--- config.mk ---
export PLATFORM = sky130hd
export DESIGN_NAME = erp_fifo
export DESIGN_NICKNAME = d
export VERILOG_FILES = /design/src/hw/rtl/erp_pkg.sv /design/src/hw/rtl/erp_fifo.sv
export SDC_FILE = /design/constraint.sdc
export NUM_CORES = 1
export LEC_CHECK = 0
export BUFFER_PORTS_ARGS = -buffer_cell sky130_fd_sc_hd__buf_4
export CELL_PAD_IN_SITES_DETAIL_PLACEMENT = 0
export CELL_PAD_IN_SITES_GLOBAL_PLACEMENT = 1
export CORE_MARGIN = 2
export CORE_UTILIZATION = 45
export DETAILED_ROUTE_END_ITERATION = 6
export PLACE_DENSITY = 0.83
export SLEW_MARGIN = 20
export SYNTH_ARGS = -nofsm -noshare
export SYNTH_HDL_FRONTEND = slang
export SYNTH_SLANG_ARGS = --single-unit
--- constraint.sdc ---
create_clock -name clk_i -period 3.4 [get_ports clk_i]
set_input_delay 0.34 -clock clk_i [delete_from_list [all_inputs] [get_ports clk_i]]
set_output_delay 0.34 -clock clk_i [all_outputs]
set_load 0.02 [all_outputs]
--- src/hw/rtl/erp_pkg.sv ---
// shared constants, types and the arctangent table for the point transform
// no dependencies
package erp_pkg;

  localparam int unsigned SineIterations = 16;
  localparam int unsigned AtanEntries = 24;
  localparam int unsigned NumSteps = (SineIterations < AtanEntries) ? SineIterations : AtanEntries;

  localparam logic signed [33:0] CordicGain = 34'sd652032874;
  localparam logic signed [33:0] HalfPiQ30 = 34'sd1686629713;
  localparam logic signed [33:0] PiQ30 = 34'sd3373259426;
  localparam logic signed [34:0] TwoPiQ30 = 35'sd6746518852;
  localparam logic signed [31:0] OneQ30 = 32'sd1073741824;

  localparam int unsigned FifoDepth = 4;
  localparam int unsigned FifoAw = 2;

  // one accepted item after the front stage
  typedef struct packed {
    logic signed [31:0] px;
    logic signed [31:0] py;
    logic signed [31:0] pz;
    logic signed [15:0] roll;
    logic signed [15:0] pitch;
    logic signed [15:0] yaw;
    logic signed [31:0] tx;
    logic signed [31:0] ty;
    logic signed [31:0] tz;
  } item_t;

  typedef struct packed {
    logic signed [31:0] mx;
    logic signed [31:0] my;
    logic signed [31:0] mz;
  } result_t;

  // folded angle and flip flag
  typedef struct packed {
    logic signed [33:0] z;
    logic flip;
  } angle_t;

  function automatic logic signed [33:0] atan_q30(input logic [4:0] idx);
    logic signed [33:0] r;
    r = '0;
    case (idx)
      5'd0: r = 34'sh3243F6A8;  5'd1: r = 34'sh1DAC6705;
      5'd2: r = 34'sh0FADBAFC;  5'd3: r = 34'sh07F56EA6;
      5'd4: r = 34'sh03FEAB76;  5'd5: r = 34'sh01FFD55B;
      5'd6: r = 34'sh00FFFAAA;  5'd7: r = 34'sh007FFF55;
      5'd8: r = 34'sh003FFFEA;  5'd9: r = 34'sh001FFFFD;
      5'd10: r = 34'sh000FFFFF; 5'd11: r = 34'sh0007FFFF;
      5'd12: r = 34'sh0003FFFF; 5'd13: r = 34'sh0001FFFF;
      5'd14: r = 34'sh0000FFFF; 5'd15: r = 34'sh00007FFF;
      5'd16: r = 34'sh00003FFF; 5'd17: r = 34'sh00001FFF;
      5'd18: r = 34'sh00000FFF; 5'd19: r = 34'sh000007FF;
      5'd20: r = 34'sh000003FF; 5'd21: r = 34'sh000001FF;
      5'd22: r = 34'sh000000FF; 5'd23: r = 34'sh0000007F;
      default: r = '0;
    endcase
    return r;
  endfunction

  // range reduction into [-pi/2, pi/2]
  function automatic angle_t fold_angle(input logic signed [15:0] a);
    logic signed [34:0] z;
    angle_t r;
    z = 35'(a) <<< 18;
    if (z > 35'(PiQ30)) z = z - TwoPiQ30;
    else if (z < -35'(PiQ30)) z = z + TwoPiQ30;
    r.flip = 1'b0;
    if (z > 35'(HalfPiQ30)) begin
      z = z - 35'(PiQ30);
      r.flip = 1'b1;
    end else if (z < -35'(HalfPiQ30)) begin
      z = z + 35'(PiQ30);
      r.flip = 1'b1;
    end
    r.z = z[33:0];
    return r;
  endfunction

  // q30 product with round half up
  function automatic logic signed [33:0] mul_q30(input logic signed [33:0] a,
                                                input logic signed [33:0] b);
    logic signed [67:0] p;
    p = 68'(a) * 68'(b) + 68'sd536870912;
    return 34'(p >>> 30);
  endfunction

  function automatic logic signed [31:0] clamp_unit(input logic signed [34:0] v);
    logic signed [31:0] r;
    if (v > 35'(OneQ30)) r = OneQ30;
    else if (v < -35'(OneQ30)) r = -OneQ30;
    else r = v[31:0];
    return r;
  endfunction

endpackage

--- src/hw/rtl/erp_fifo.sv ---
// small result queue that decouples the pipeline from the receiver
// depends on erp_pkg
module erp_fifo (
  input  logic             clk_i,
  input  logic             rst_ni,
  input  logic             push_i,
  input  erp_pkg::result_t data_i,
  input  logic             pop_i,
  output logic             empty_o,
  output logic             full_o,
  output erp_pkg::result_t data_o
);

  erp_pkg::result_t mem_q [erp_pkg::FifoDepth];
  logic [erp_pkg::FifoAw-1:0] wr_q, rd_q;
  logic [erp_pkg::FifoAw:0] cnt_q;
  logic do_push, do_pop;

  assign empty_o = (cnt_q == '0);
  assign full_o = (cnt_q == (erp_pkg::FifoAw+1)'(erp_pkg::FifoDepth));
  assign do_push = push_i && !full_o;
  assign do_pop = pop_i && !empty_o;
  assign data_o = mem_q[rd_q];

  always_ff @(posedge clk_i or negedge rst_ni) begin
    if (!rst_ni) begin
      wr_q <= '0; rd_q <= '0; cnt_q <= '0;
    end else begin
      if (do_push) wr_q <= wr_q + 1'b1;
      if (do_pop) rd_q <= rd_q + 1'b1;
      cnt_q <= cnt_q + (erp_pkg::FifoAw+1)'(do_push) - (erp_pkg::FifoAw+1)'(do_pop);
    end
  end

  always_ff @(posedge clk_i) begin
    if (do_push) mem_q[wr_q] <= data_i;
  end

endmodule

==> impl_metrics.json <==
{
  "outcome": "finished, final reports clean",
  "cp_slowest_cell": "dfrtp_4",
  "wl_per_cell_um": 21.6,
  "cp_data_arrival_time_ps": 2510,
  "drt-initial-drc-count": 514,
  "root_buffer": "clkbuf_16",
  "cts_max_path_buffers": 3,
  "dp_hpwl_um": 15100,
  "slew_violations": 0,
  "core_area_um2": 31400,
  "fin_skew_ps": 15.4,
  "netlist_area_um2": 14300,
  "clk_latency_ps": 520,
  "period_share_pct": 83.7,
  "p_leak_nw": 6.03,
  "synth_top_family_by_area": "multiplexers",
  "hold_class": "in -> reg",
  "ir_worst_vdd_mv": 0.577,
  "cap_violations": 0,
  "yosys.cell_types.count": 21,
  "drive_gt1_share_pct": 44.2,
  "dr.pass1.iters": 4,
  "yosys_warnings": 0,
  "layout.nets": 899,
  "end_kind": "output pin",
  "port_buffers": 197,
  "fillers": 2287,
  "die_h_um": 182,
  "dieArea_um2": 33200,
  "num_vias": 6494,
  "overflow": 0,
  "ios": 198,
  "grt_pass1_wl_um": 40200,
  "grt_max_degree": 97,
  "cp-start-kind": "register",
  "fp.dieW_um": 182,
  "crit_chain": "buf_4, mux4_2, buf_4",
  "netlist_instances": 543,
  "tightest_slew_ps": 636,
  "routed_wl_um": 26300,
  "hold_violations": 0,
  "syn_area_per_cell_um2": 26.3,
  "crit_top_cell": "buf_4",
  "cts_inserted_buffers": 41,
  "antenna_found_initial": 1,
  "setup_tns_ps": 0,
  "period_needed_ps": 2850,
  "critPathMaxFanout": 29,
  "critPathKind": "reg -> out",
  "synth_compound_area_share_pct": 0.219,
  "synth-simple-area-share_pct": 0.726,
  "clkTransAtPathRegs_ps": 60,
  "drcViolationCount": 0,
  "initial_core_util_pct": 45.5,
  "hold-worst-slack_ps": 26.1,
  "fmax_mhz": 351,
  "slew_headroom_pct": 57.6,
  "area_growth_pct": 24.0,
  "antenna_cells": 0,
  "synth_nets": 650,
  "synth_mux_area_share_pct": 15.1,
  "num_rows": 65,
  "cts_max_level": 2,
  "grt_setup_unrepaired": "no",
  "groute.usage.overall_pct": 16.0,
  "finalSetupViolations": 0,
  "ctsResizeCount": 0,
  "synth_xor_area_share_pct": 0.245,
  "synth_fa_ha_area_share_pct": 0.665,
  "via_per_inst": 5.33,
  "critPathMaxStageDelay_ps": 830,
  "place_congestion": 0.681,
  "grt_pass1_vias": 7075,
  "cts_num_sinks": 391,
  "ys_seq_area_share_pct": 81.9,
  "power_density_nw_per_um2": 906,
  "drtAntennaViolNets": 0,
  "cts_tree": "done",
  "worstPathRequired_ps": 3060,
  "synth_seq_cells": 391
}
worst max-delay path, delay by kind of cell, from the launching register on:
kind | cells | cell delay, ps
muxes | 1 | 570
buffers and inverters | 2 | 580
DFF | 1 | 830
cells in the mapped netlist (all sizes together):
cell type | count | area, um2
and3b | 4 | 35.0
clkbuf | 5 | 18.8
o31ai | 1 | 7.51
nand2 | 1 | 3.75
edfxtp | 384 | 11500
buf | 17 | 121
nor3b | 1 | 12.5
fa | 1 | 20.0
nand2b | 4 | 25.0
ha | 6 | 75.1
xnor2 | 4 | 35.0
nor3 | 1 | 5.00
mux4 | 96 | 2160
dfrtp | 7 | 175
nand4bb | 2 | 22.5
inv | 6 | 22.5
o311ai | 1 | 8.76
o211ai | 2 | 15.0
report_power, final:
group / internal (mW) / switching [mW] / total (mW)
logic: 2.46 / 2.78 / 5.24
registers: 6.35 / 0.436 / 6.79
clock network: 2.36 / 1.68 / 4.04
total: 11.2 / 4.90 / 16.1
per-layer routing:
| metal | share of wire (%) | up-vias | wire, um | track usage [%] |
|---|---|---|---|---|
| met5 | 0.049 | - | 13 | 0 |
| met4 | 2.2 | 2 | 571 | 4.52 |
| met3 | 6.2 | 45 | 1630 | 4.39 |
| met2 | 50 | 188 | 13200 | 27.1 |
| met1 | 41 | 3415 | 10900 | 20.4 |
| li1 | - | 2844 | - | - |
worst paths after layout:
check                      slack [ps]       start           end  depth (start not counted)
min in group asynchronous         200      rst_ni       rd_q[0]                          2
max in group asynchronous        3060      rst_ni       rd_q[1]                          2
hold / removal                     30  data_i[17]  mem_q[0][17]                          1
setup reg to reg                 1160    cnt_q[2]      cnt_q[2]                          8
setup / recovery                  550     rd_q[0]    data_o[42]                          3
hold reg to reg                   610     wr_q[1]       wr_q[1]                          2
sequential cells by signal, indices dropped and copies added (netlist names):
name / count
mem_q: 384
wr_q: 2
cnt_q: 3
rd_q: 2
per-stage QoR:
stage	cells	instance area [um2]	setup WS (ps)	utilization [%]	power [mW]
after CTS	1214	17700	450	56.3	16.3
after global placement	1132	16300	1040	52.0	12.1
final	1219	17700	553	56.5	16.1
after detailed placement	1132	16300	1030	52.0	12.2
after floorplan	543	14300	1010	-	10.1
after global routing	1219	17700	366	56.5	16.8
layout make-up:
cell class | instances | area (um2) | area share [%]
repair buffers | 228 | 1850 | 10.4
flip-flops and latches | 391 | 11700 | 66.1
multi-input cells | 124 | 2440 | 13.8
clock inverters | 16 | 136 | 0.769
inverters | 6 | 22.5 | 0.127
clock buffers | 52 | 1070 | 6.02
well taps | 402 | 503 | 2.84
what timing repair did:
action / 4_1_cts / 5_1_grt
buffers inserted: 0 / 0
hold buffers: 14 / 5
endpoints found under the hold margin: 50 / 15
endpoints found under the setup margin: 0 / 0
cells by family (layout without fill, tap and decap cells):
kind of cell | Yosys count | after routing
AOI/OAI and AO/OA | 4 | 4
xor gates and xnor gates | 4 | 4
adders and majority gates | 7 | 7
buffers and inverters | 28 | 302
DFF | 391 | 391
muxes | 96 | 96
and+or+nand+nor | 13 | 13
placed cells by master, fill, tap and decap left out:
cell	instances
and3b_4	4
buf_12	7
buf_4	202
bufinv_16	2
clkbuf_1	11
clkbuf_16	41
clkinv_1	8
clkinv_2	1
clkinv_4	1
clkinvlp_4	2
dfrtp_1	5
dfrtp_4	2
dlygate4sd3_1	19
edfxtp_1	384
fa_1	1
ha_1	6
inv_1	6
inv_6	2
mux4_2	96
nand2_1	1
nand2b_1	4
nand4bb_1	2
nor3_1	1
nor3b_2	1
o211ai_1	2
o311ai_0	1
o31ai_1	1
xnor2_1	4
Power figures use the tool's default switching activity.
