File: src/hw/rtl/erp_pkg.sv
// shared constants, types and the arctangent table for the point transform
// no dependencies
package erp_pkg;

  localparam int unsigned SineIterations = 16;
  localparam int unsigned AtanEntries = 24;
  localparam int unsigned NumSteps = (SineIterations < AtanEntries) ? SineIterations : AtanEntries;

  localparam logic signed [33:0] CordicGain = 34'sd652032874;
  localparam logic signed [33:0] HalfPiQ30 = 34'sd1686629713;
  localparam logic signed [33:0] PiQ30 = 34'sd3373259426;
  localparam logic signed [34:0] TwoPiQ30 = 35'sd6746518852;
  localparam logic signed [31:0] OneQ30 = 32'sd1073741824;

  localparam int unsigned FifoDepth = 4;
  localparam int unsigned FifoAw = 2;

  // one accepted item after the front stage
  typedef struct packed {
    logic signed [31:0] px;
    logic signed [31:0] py;
    logic signed [31:0] pz;
    logic signed [15:0] roll;
    logic signed [15:0] pitch;
    logic signed [15:0] yaw;
    logic signed [31:0] tx;
    logic signed [31:0] ty;
    logic signed [31:0] tz;
  } item_t;

  typedef struct packed {
    logic signed [31:0] mx;
    logic signed [31:0] my;
    logic signed [31:0] mz;
  } result_t;

  // folded angle and flip flag
  typedef struct packed {
    logic signed [33:0] z;
    logic flip;
  } angle_t;

  function automatic logic signed [33:0] atan_q30(input logic [4:0] idx);
    logic signed [33:0] r;
    r = '0;
    case (idx)
      5'd0: r = 34'sh3243F6A8;  5'd1: r = 34'sh1DAC6705;
      5'd2: r = 34'sh0FADBAFC;  5'd3: r = 34'sh07F56EA6;
      5'd4: r = 34'sh03FEAB76;  5'd5: r = 34'sh01FFD55B;
      5'd6: r = 34'sh00FFFAAA;  5'd7: r = 34'sh007FFF55;
      5'd8: r = 34'sh003FFFEA;  5'd9: r = 34'sh001FFFFD;
      5'd10: r = 34'sh000FFFFF; 5'd11: r = 34'sh0007FFFF;
      5'd12: r = 34'sh0003FFFF; 5'd13: r = 34'sh0001FFFF;
      5'd14: r = 34'sh0000FFFF; 5'd15: r = 34'sh00007FFF;
      5'd16: r = 34'sh00003FFF; 5'd17: r = 34'sh00001FFF;
      5'd18: r = 34'sh00000FFF; 5'd19: r = 34'sh000007FF;
      5'd20: r = 34'sh000003FF; 5'd21: r = 34'sh000001FF;
      5'd22: r = 34'sh000000FF; 5'd23: r = 34'sh0000007F;
      default: r = '0;
    endcase
    return r;
  endfunction

  // range reduction into [-pi/2, pi/2]
  function automatic angle_t fold_angle(input logic signed [15:0] a);
    logic signed [34:0] z;
    angle_t r;
    z = 35'(a) <<< 18;
    if (z > 35'(PiQ30)) z = z - TwoPiQ30;
    else if (z < -35'(PiQ30)) z = z + TwoPiQ30;
    r.flip = 1'b0;
    if (z > 35'(HalfPiQ30)) begin
      z = z - 35'(PiQ30);
      r.flip = 1'b1;
    end else if (z < -35'(HalfPiQ30)) begin
      z = z + 35'(PiQ30);
      r.flip = 1'b1;
    end
    r.z = z[33:0];
    return r;
  endfunction

  // q30 product with round half up
  function automatic logic signed [33:0] mul_q30(input logic signed [33:0] a,
                                                input logic signed [33:0] b);
    logic signed [67:0] p;
    p = 68'(a) * 68'(b) + 68'sd536870912;
    return 34'(p >>> 30);
  endfunction

  function automatic logic signed [31:0] clamp_unit(input logic signed [34:0] v);
    logic signed [31:0] r;
    if (v > 35'(OneQ30)) r = OneQ30;
    else if (v < -35'(OneQ30)) r = -OneQ30;
    else r = v[31:0];
    return r;
  endfunction

endpackage

File: src/hw/rtl/erp_front.sv
// front stage: registers the item and folds the three angles into range
// depends on erp_pkg
module erp_front (
  input  logic              clk_i,
  input  logic              rst_ni,
  input  logic              in_valid_i,
  input  erp_pkg::item_t    item_i,
  input  logic              stall_i,
  output logic              out_valid_o,
  output erp_pkg::item_t    item_o,
  output erp_pkg::angle_t   roll_o,
  output erp_pkg::angle_t   pitch_o,
  output erp_pkg::angle_t   yaw_o
);

  logic valid_q;
  erp_pkg::item_t item_q;
  erp_pkg::angle_t roll_q, pitch_q, yaw_q;

  always_ff @(posedge clk_i or negedge rst_ni) begin
    if (!rst_ni) valid_q <= 1'b0;
    else if (!stall_i) valid_q <= in_valid_i;
  end

  always_ff @(posedge clk_i) begin
    if (!stall_i) begin
      item_q  <= item_i;
      roll_q  <= erp_pkg::fold_angle(item_i.roll);
      pitch_q <= erp_pkg::fold_angle(item_i.pitch);
      yaw_q   <= erp_pkg::fold_angle(item_i.yaw);
    end
  end

  assign out_valid_o = valid_q;
  assign item_o = item_q;
  assign roll_o = roll_q;
  assign pitch_o = pitch_q;
  assign yaw_o = yaw_q;

endmodule

File: config.mk
export PLATFORM = sky130hd
export DESIGN_NAME = erp_front
export DESIGN_NICKNAME = d
export VERILOG_FILES = /design/src/hw/rtl/erp_pkg.sv /design/src/hw/rtl/erp_front.sv
export SDC_FILE = /design/constraint.sdc
export NUM_CORES = 1
export LEC_CHECK = 0
export BUFFER_PORTS_ARGS = -buffer_cell sky130_fd_sc_hd__buf_2
export CAP_MARGIN = 15
export CELL_PAD_IN_SITES_DETAIL_PLACEMENT = 2
export CELL_PAD_IN_SITES_GLOBAL_PLACEMENT = 2
export CORE_AREA = 5 5 225 227
export CTS_BUF_LIST = sky130_fd_sc_hd__clkbuf_8
export CTS_CLUSTER_SIZE = 25
export DETAILED_ROUTE_END_ITERATION = 8
export DIE_AREA = 0 0 230 232
export GPL_ROUTABILITY_DRIVEN = 0
export HOLD_SLACK_MARGIN = 0.12
export PLACE_DENSITY_LB_ADDON = 0.15
export SYNTH_ARGS = -nofsm -noshare
export SYNTH_HDL_FRONTEND = slang
export SYNTH_SLANG_ARGS = --single-unit
File: constraint.sdc
create_clock -name clk_i -period 0.9 [get_ports clk_i]
set_clock_uncertainty 0.05 [all_clocks]
set_input_delay 0.09 -clock clk_i [delete_from_list [all_inputs] [get_ports clk_i]]
set_output_delay 0.09 -clock clk_i [all_outputs]
set_load 0.01 [all_outputs]
==> summary.txt, run 1 <==
Yosys
  – Mapped Cells: approximately 1000
  – Most area-hungry cell type in the Yosys netlist: edfxtp_1
  – Count leader, synth: edfxtp_1
  – Seq/Total Area, Yosys: ~66%
  – Top-area cell type share of the netlist area: 66.1%
  – Number of flops mapped to enable cells by yosys: ~320
  – Synth cell count leaders: 318 x edfxtp_1, 63 x nand2_1, 60 x nor2_1
  – Asr flop ratio synth: less than 1%
  – Yosys cell types: between 90 and 100
  – Netlist Area Pre-Place: around 14000 µm²
  – Syn_area_per_cell: about 14 µm²
  – Top cells by area, synth: edfxtp_1 66%, xnor2_1 3.2%, buf_4 1.9%, nand2_1 1.6%, nor2_1 1.6%
  – FF+latch count, synth: around 320
  – Synth warn: 0
  – Main flop type after synthesis: edfxtp_1

Run status
  – Status: stopped before the end
  – Fail Step: global routing
  – Stop err: [ERROR DPL-0033] detailed placement checks failed during check placement.

CTS
  – Cts bufs inserted: between 50 and 60
  – Clock Sinks: around 320
  – Bufs on Longest Clock Path: 3
  – H-tree depth: 2
  – Root buffer cell: clkbuf_8

Place
  – Port-buffer cells: approximately 590
  – Setup Slack @ Placement: -2.57 ns
  – DP HPWL: between 40000 and 50000 µm
  – Post-DP Area: 20600 µm²

STA
  – Worst-path end type: sequential cell input
  – Post-GRT worst EP: pitch_o[15]$_DFFE_PN_/D

Global route
  – Initial antenna violation count: 14
  – Pin count of the biggest net entering global routing: 34

Floorplanning
  – Boundary Pins: 590
  – Die height: between 200 and 250 µm
  – Die Wd: approximately 230 µm
  – Initial Util: between 20 and 30%
  – Core Rows: roughly 80
per-stage QoR:
step	hold WS [ns]	cells	util, %
3_3_place_gp	-0.184	2448	42.5
4_1_cts	-0.423	2998	56.5
2_1_floorplan	-0.256	1021	-
3_5_place_dp	-0.183	2448	42.5
logic make-up after synthesis:
family / Yosys count / synth area share [%]
AO/OA/AOI/OAI: 246 / 13.3
XOR/XNOR: 85 / 5.70
adder cells (fa/ha/maj): 15 / 1.30
buffers and inverters: 112 / 4.35
flip-flops: 319 / 66.3
multiplexers: 10 / 0.719
other: 1 / 0.0260
AND/OR/NAND/NOR: 231 / 8.27
repair_timing:
action,in CTS
setup endpoints to repair,421
setup buffers,73
resized for setup,303
pin swaps,92
cloned,3
hold buffers,373
hold endpoints to repair,309
==> run 2, diff against run 1 <==
Settings changed: CELL_PAD_IN_SITES_DETAIL_PLACEMENT 2 to not set, CELL_PAD_IN_SITES_GLOBAL_PLACEMENT 2 to not set, CORE_AREA 5 5 225 227 to not set, CORE_MARGIN set to 5, CORE_UTILIZATION set to 20, CTS_BUF_LIST sky130_fd_sc_hd__clkbuf_8 to not set, CTS_CLUSTER_SIZE 25 to not set, DIE_AREA 0 0 230 232 to not set, HOLD_SLACK_MARGIN 0.12 to not set.
==> run 2 against run 1 <==
The flow now finishes, with violations (setup timing). Synthesized cell count did not move. Area after synthesis unchanged.
==> summary.txt, run 2 <==
Worst setup path
  – Crit Path Class: in2reg
  – Worst-path fanout max: 6
  – R2R depth: 1
  – Reg-to-Reg Start: out_valid_o
  – CP Capture Type: flip-flop
  – FF-to-FF setup slack: roughly 0.090 ns
  – CP Launch Type: primary input
  – Crit path required time: ~1.2 ns
  – Worst r2r dst: out_valid_o
  – CP arrival: between 2 and 3 ns

Cells and area
  – Non-Filler Instances: around 3200
  – Most common cell after layout, fill and taps aside: buf_2
  – Max FFs per register: 240
  – Area Growth Syn to Fin: 88.4%
  – Total Nets Final: around 2500
  – Share of layout cells above drive strength 1: 58.5%
  – Final core occ: ~38%
  – Most frequent cells in the layout: 534 x buf_2, 318 x edfxtp_1, 317 x buf_4, 244 x dlygate4sd3_1, 91 x buf_6

Job
  – Maxcap violations: 0

Drt
  – # DRC: 0
  – Vias per inst: 4.07
  – Routed wire length: between 50000 and 60000 µm
  – Remaining antenna violation count: 0
  – Post-DR wirelength/cell: 17.4 µm
  – Initial DRC count: a little over 500
  – Drt first pass iters: 6
  – Total number of vias: 12900

Place
  – Placed Cells incl. Taps: between 2000 and 3000
  – Port-buffer cells: 586
  – DP HPWL: 41800 µm
  – Setup Slack @ Placement: -2.47 ns

CTS
  – Root buffer cell: clkbuf_16
  – Clock transition at path regs: 0.06 ns
  – Bufs on Longest Clock Path: 3
  – Cts bufs inserted: 40
  – H-tree depth: 2
  – Clock Sinks: approximately 320
  – CTS tree: yes
  – Worst skew pair latency: ~0.54 ns

Yosys
  – Count leader, synth: edfxtp_1
  – Seq/Total Area, Yosys: around two thirds
  – Syn_area_per_cell: 14.2 µm²
  – Synth cell count leaders: 318 x edfxtp_1, 63 x nand2_1, 60 x nor2_1
  – XOR/XNOR Fraction of Synth Area: roughly 5.7%
  – Number of flops mapped to enable cells by yosys: 318
  – Yosys cell types: between 90 and 100
  – FF+latch count, synth: 319
  – Mapped Cells: 1019
  – Synth Area in Adders: 1.30%
  – Top cells by area, synth: edfxtp_1 66%, xnor2_1 3.2%, buf_4 1.9%, nand2_1 1.6%, nor2_1 1.6%
  – Asr flop ratio synth: less than 1%
  – Main flop type after synthesis: edfxtp_1
  – Top-area cell type share of the netlist area: between 60 and 70%
  – Largest family of logic cells by synthesized area: compound AO/OA/AOI/OAI gates
  – Netlist Area Pre-Place: 14400 µm²
  – Most area-hungry cell type in the Yosys netlist: edfxtp_1
  – Synth Area in Compound Gates: 13.3%
  – Simple-gate portion of the synthesized area: 8.27%
  – Synth warn: 0
  – Mux share of post-synthesis cell area: 0.719%

Floorplanning
  – DIE AREA: just under 80000 µm²
  – Die height: 279 µm
  – CORE AREA: 71600 µm²
  – Die Wd: 279 µm
  – Boundary Pins: 590
  – Core Rows: between 90 and 100
  – Initial Util: 20.2%

STA
  – Final Hold Fails: 0
  – Setup ws final: -1.78 ns
  – Worst-Margin Slew: 0.521 ns
  – Max-slew violations: 0
  – Minimum clock period: about 2.7 ns
  – Final setup fails: roughly 420
  – Relative slew slack: around two thirds
  – Fmax achieved: about 0.37 GHz
  – Hold slack: about 0.063 ns
  – Final worst-path cycle share: 298%
  – RSZ-0062 raised after global routing: yes

Global route
  – Gr usage total: 13.4%
  – Initial antenna violation count: 3
  – Vias in the first global route: 13900
  – First-pass GRT wire length: about 83000 µm
  – Pin count of the biggest net entering global routing: 39
  – GRT Residual Overflow: 0

Pwr
  – Leakage: roughly 0.011 µW
  – Power Dens Cells: ~1800 nW/µm²
  – Peak supply drop: 1.34 mV

Worst hold path
  – Hold path depth: 3
  – Worst min-delay path class: in2reg
  – Hold worst-path end: roll_o[26]
  – Hold Startpoint: stall_i

Run status
  – Failing checks: setup timing
  – Status: finished with violations
-- run 2: cell counts after synthesis --
Identical to the previous run, type by type.
-- run 2: final cells by class --
type                    count  area [µm²]
diodes                      1        2.50
clock buffers              47        1030
clock inverters            26         288
fillers                  7054       44400
inverters                  29         133
multi-input cells         590        5950
flip-flops and latches    319        9570
well taps                 950        1190
repair buffers           1213        9030
repair inverters            1        6.26
-- run 2: repair_timing --
action,in CTS,in global routing
pin swaps,107,77
hold buffers,244,0
gates resized for setup,287,97
setup endpoints to repair,421,421
endpoints found under the hold margin,243,0
buffers inserted,63,22
gates cloned,6,0
-- run 2: power breakdown --
part	internal [µW]	switching [µW]
clock	9670	6480
sequential	18400	565
combinational	7160	6800
-- run 2: cells by family after synthesis --
logic type / Yosys count
mux: 10
xor+xnor: 85
flops: 319
buf+inv: 112
other cells: 1
compound gates: 246
simple gates: 231
fa+ha+maj: 15
-- run 2: critical path, cell delays in order --
cell,delay [ns]
buf_8,0.10
o41a_1,0.43
o211ai_2,0.20
a21o_4,0.20
inv_8,0.05
a32o_2,0.27
xor2_4,0.18
o41ai_4,0.36
a31oi_2,0.16
o311a_1,0.35
a211oi_4,0.19
mux2_1,0.34
-- run 2: per-layer routing --
metal	share of wire (%)	up-vias	track usage, %	routed length (µm)
met2	52	346	24.5	28700
met3	6.9	65	3.59	3820
li1	-	6279	-	-
met4	2.2	0	3.16	1190
met1	39	6246	15.7	21400
met5	0	-	0	0
-- run 2: how the worst max path moves through the flow --
stage | startpoint | end | slack, ns
finish | item_i[133] | roll_o[34] | -1.78
global route | item_i[137] | roll_o[34] | -1.92
detailed placement | item_i[134] | roll_o[34] | -2.47
global placement | item_i[134] | roll_o[34] | -2.51
CTS | item_i[133] | roll_o[34] | -1.75
floorplan | stall_i | item_o[0] | -4.31
-- run 2: per-stage QoR --
| stage | instance area (µm²) | setup TNS, ns | power, µW |
|---|---|---|---|
| after floorplan | 15100 | -1526.53 | 24600 |
| after global placement | 21000 | -249.50 | 29700 |
| after detailed placement | 21000 | -249.35 | 29700 |
| after CTS | 26600 | -251.36 | 49400 |
| after global routing | 27200 | -265.38 | 51600 |
| final | 27200 | -237.24 | 49000 |
Note: power is estimated with default switching activity, not from simulation.
==> run 3, diff against run 2 <==
Settings changed: ABC_AREA set to 1, CTS_CLUSTER_SIZE set to 30.
==> run 3 against run 2 <==
The run still ends with setup timing left. Non-clock buffer count up 150. Register-to-register slack better by 0.03 ns. Utilization increased by 0.062 points. Hold slack improved by 0.080 ns. Sequential cell count unchanged. Combinational power increased by 13%. Setup slack improved by 0.53 ns. Global-route usage grew 1.2 points. Synthesized cell count grew 78%. Critical path depth grew 10. Cell count up 34%. Critical path type unchanged. Critical endpoint is now yaw_o[25]. Largest cell class is now non-clock buffers.
==> summary.txt, run 3 <==
Floorplanning
  – Die height: ~300 µm
  – Core Rows: between 100 and 150
  – CORE AREA: just over 80000 µm²
  – Die Wd: around 300 µm
  – DIE AREA: a little under 90000 µm²
  – Boundary Pins: 590
  – Initial Util: around a fifth

Global route
  – Pin count of the biggest net entering global routing: 43
  – Gr usage total: 14.6%
  – Vias in the first global route: 18200
  – Initial antenna violation count: 5
  – GRT Residual Overflow: 0
  – First-pass GRT wire length: ~100000 µm

STA
  – Max-slew violations: 0
  – Final setup fails: about 740
  – RSZ-0062 raised after global routing: yes
  – Final Hold Fails: 0
  – Hold slack: 0.143 ns
  – Setup ws final: -1.25 ns
  – Setup TNS: -274.69 ns
  – Final worst-path cycle share: 239%
  – Fmax achieved: ~0.46 GHz
  – Minimum clock period: about 2.2 ns
  – Relative slew slack: about three fifths
  – Worst-Margin Slew: 0.588 ns

CTS
  – CTS tree: yes
  – Worst skew pair latency: ~0.55 ns
  – H-tree depth: 2
  – Clock Sinks: roughly 320
  – Clock transition at path regs: ~0.060 ns
  – Cts bufs inserted: 39
  – Root buffer cell: clkbuf_16
  – Bufs on Longest Clock Path: 3

Cells and area
  – Most common cell after layout, fill and taps aside: buf_2
  – Fillers: 8247
  – Area Growth Syn to Fin: 88.6%
  – Total Nets Final: 3408
  – Final core occ: 38.1%
  – Share of layout cells above drive strength 1: 54.6%
  – Fin area: 31200 µm²
  – Max FFs per register: between 200 and 250
  – Ant. Diodes: 0
  – Most frequent cells in the layout: 535 x buf_2, 449 x buf_4, 447 x nand2_1, 318 x edfxtp_1, 244 x dlygate4sd3_1

Drt
  – Routed wire length: slightly below 70000 µm
  – Vias per inst: ~4.1
  – Initial DRC count: between 800 and 900
  – Drt first pass iters: 5
  – # DRC: 0
  – Remaining antenna violation count: 0
  – Post-DR wirelength/cell: approximately 16 µm
  – Total number of vias: approximately 18000

Worst setup path
  – Crit Path Class: in2reg
  – Worst-path fanout max: 8
  – CP Capture Type: flip-flop
  – CP Launch Type: primary input
  – CP arrival: between 2 and 2.5 ns
  – R2R depth: 3
  – Crit path required time: about 1.2 ns

Yosys
  – Yosys cell types: 43
  – Top cells by area, synth: edfxtp_1 58%, nand2_1 15%, nand3_1 5.3%, inv_1 2.8%, nor2_1 2.7%
  – Top-area cell type share of the netlist area: 57.6%
  – Asr flop ratio synth: less than 1%
  – Main flop type after synthesis: edfxtp_1
  – Syn_area_per_cell: ~9.2 µm²
  – Synth cell count leaders: 676 x nand2_1, 318 x edfxtp_1, 174 x nand3_1
  – Number of flops mapped to enable cells by yosys: about 320
  – Mapped Cells: approximately 1800
  – Most area-hungry cell type in the Yosys netlist: edfxtp_1
  – Netlist Area Pre-Place: ~17000 µm²
  – Seq/Total Area, Yosys: just under 60%
  – FF+latch count, synth: about 320
  – Count leader, synth: nand2_1
  – Synth warn: 0

Place
  – Post-DP Area: between 20000 and 25000 µm²
  – Port-buffer cells: ~590
  – DP HPWL: 51700 µm

Worst hold path
  – Hold path depth: 6
  – Worst min-delay path class: in2reg

Job
  – Maxcap violations: 0

Run status
  – Status: finished with violations
  – Failing checks: setup timing

Pwr
  – Power Dens Cells: ~1600 nW/µm²
  – Peak supply drop: 1.32 mV
  – Total Power: about 51000 µW
  – Leakage: ~0.014 µW
==> run 3: final cells by class <==
cell class | instances | area (µm²) | share of cell area [%]
clock buffers | 47 | 1010 | 3.22
clock inverters | 24 | 292 | 0.933
multi-input cells | 1261 | 8060 | 25.8
flip-flops and latches | 319 | 9570 | 30.6
inverters | 162 | 718 | 2.30
repair inverters | 3 | 43.8 | 0.140
well taps | 1070 | 1340 | 4.28
repair buffers | 1363 | 10200 | 32.7
==> run 3: where the power goes <==
part	leakage (µW)	internal [µW]	switching (µW)	total, µW
clock network	0.000630	9500	6530	16000
registers	0.00312	18200	522	18700
logic	0.0107	7420	8370	15800
total	0.0144	35100	15400	50500
==> run 3: path summary, 6_finish.rpt <==
path / from / slack (ns) / endpoint
max in group asynchronous: rst_ni / 0.35 / out_valid_o
setup reg to reg: out_valid_o / 0.12 / out_valid_o
setup / recovery: item_i[96] / -1.25 / yaw_o[25]
min in group asynchronous: rst_ni / 0.35 / out_valid_o
hold reg to reg: out_valid_o / 0.56 / out_valid_o
hold / removal: item_i[128] / 0.14 / roll_o[19]
==> run 3: what timing repair did <==
| action | in CTS | in global routing |
|---|---|---|
| hold buffers | 244 | 0 |
| resized for setup | 380 | 289 |
| buffers inserted | 83 | 27 |
| gates cloned | 8 | 2 |
| setup endpoints to repair | 421 | 739 |
| hold endpoints to repair | 246 | 0 |
| pin swaps | 169 | 192 |
==> run 3: worst max-delay path, cell delays in order <==
cell        delay [ns]
buf_8             0.10
clkinvlp_4        0.13
ha_4              0.16
nor2_2            0.03
nand2_1           0.07
nand2_2           0.08
buf_6             0.12
a21oi_4           0.26
nand3_2           0.13
nand2_1           0.10
nand2_2           0.06
nand2_4           0.10
nand2_2           0.09
nor3_4            0.24
nand2_2           0.11
nand2_1           0.08
nand2_2           0.08
buf_12            0.15
nand2_2           0.08
nand2_1           0.05
nand2_1           0.05
nand2_1           0.05
==> run 3: cell families (layout without fill, tap and decap cells) <==
| group | count (synthesis) | after routing | synth area share (%) |
|---|---|---|---|
| simple gates | 1125 | 1127 | 30.0 |
| flops | 319 | 319 | 57.8 |
| buf+inv | 233 | 1599 | 6.71 |
| compound gates | 89 | 89 | 2.96 |
| xor+xnor | 27 | 27 | 1.43 |
| fa+ha+maj | 15 | 15 | 1.13 |
| other cells | 1 | 3 | 0.0226 |
==> run 3: per-stage QoR <==
stage	setup WS, ns	instances
2_1_floorplan	-4.32	1811
3_5_place_dp	-1.95	3819
3_3_place_gp	-2.01	3819
4_1_cts	-1.15	4224
5_1_grt	-1.33	4249
6_report	-1.25	4249
==> run 3: metal layers <==
| layer | part of all wire [%] | vias up | global-route usage, % |
|---|---|---|---|
| met5 | 0.040 | - | 0 |
| met4 | 1.7 | 4 | 2.80 |
| met3 | 6.4 | 71 | 3.85 |
| met2 | 50 | 453 | 26.2 |
| met1 | 42 | 8326 | 17.8 |
| li1 | - | 8721 | - |
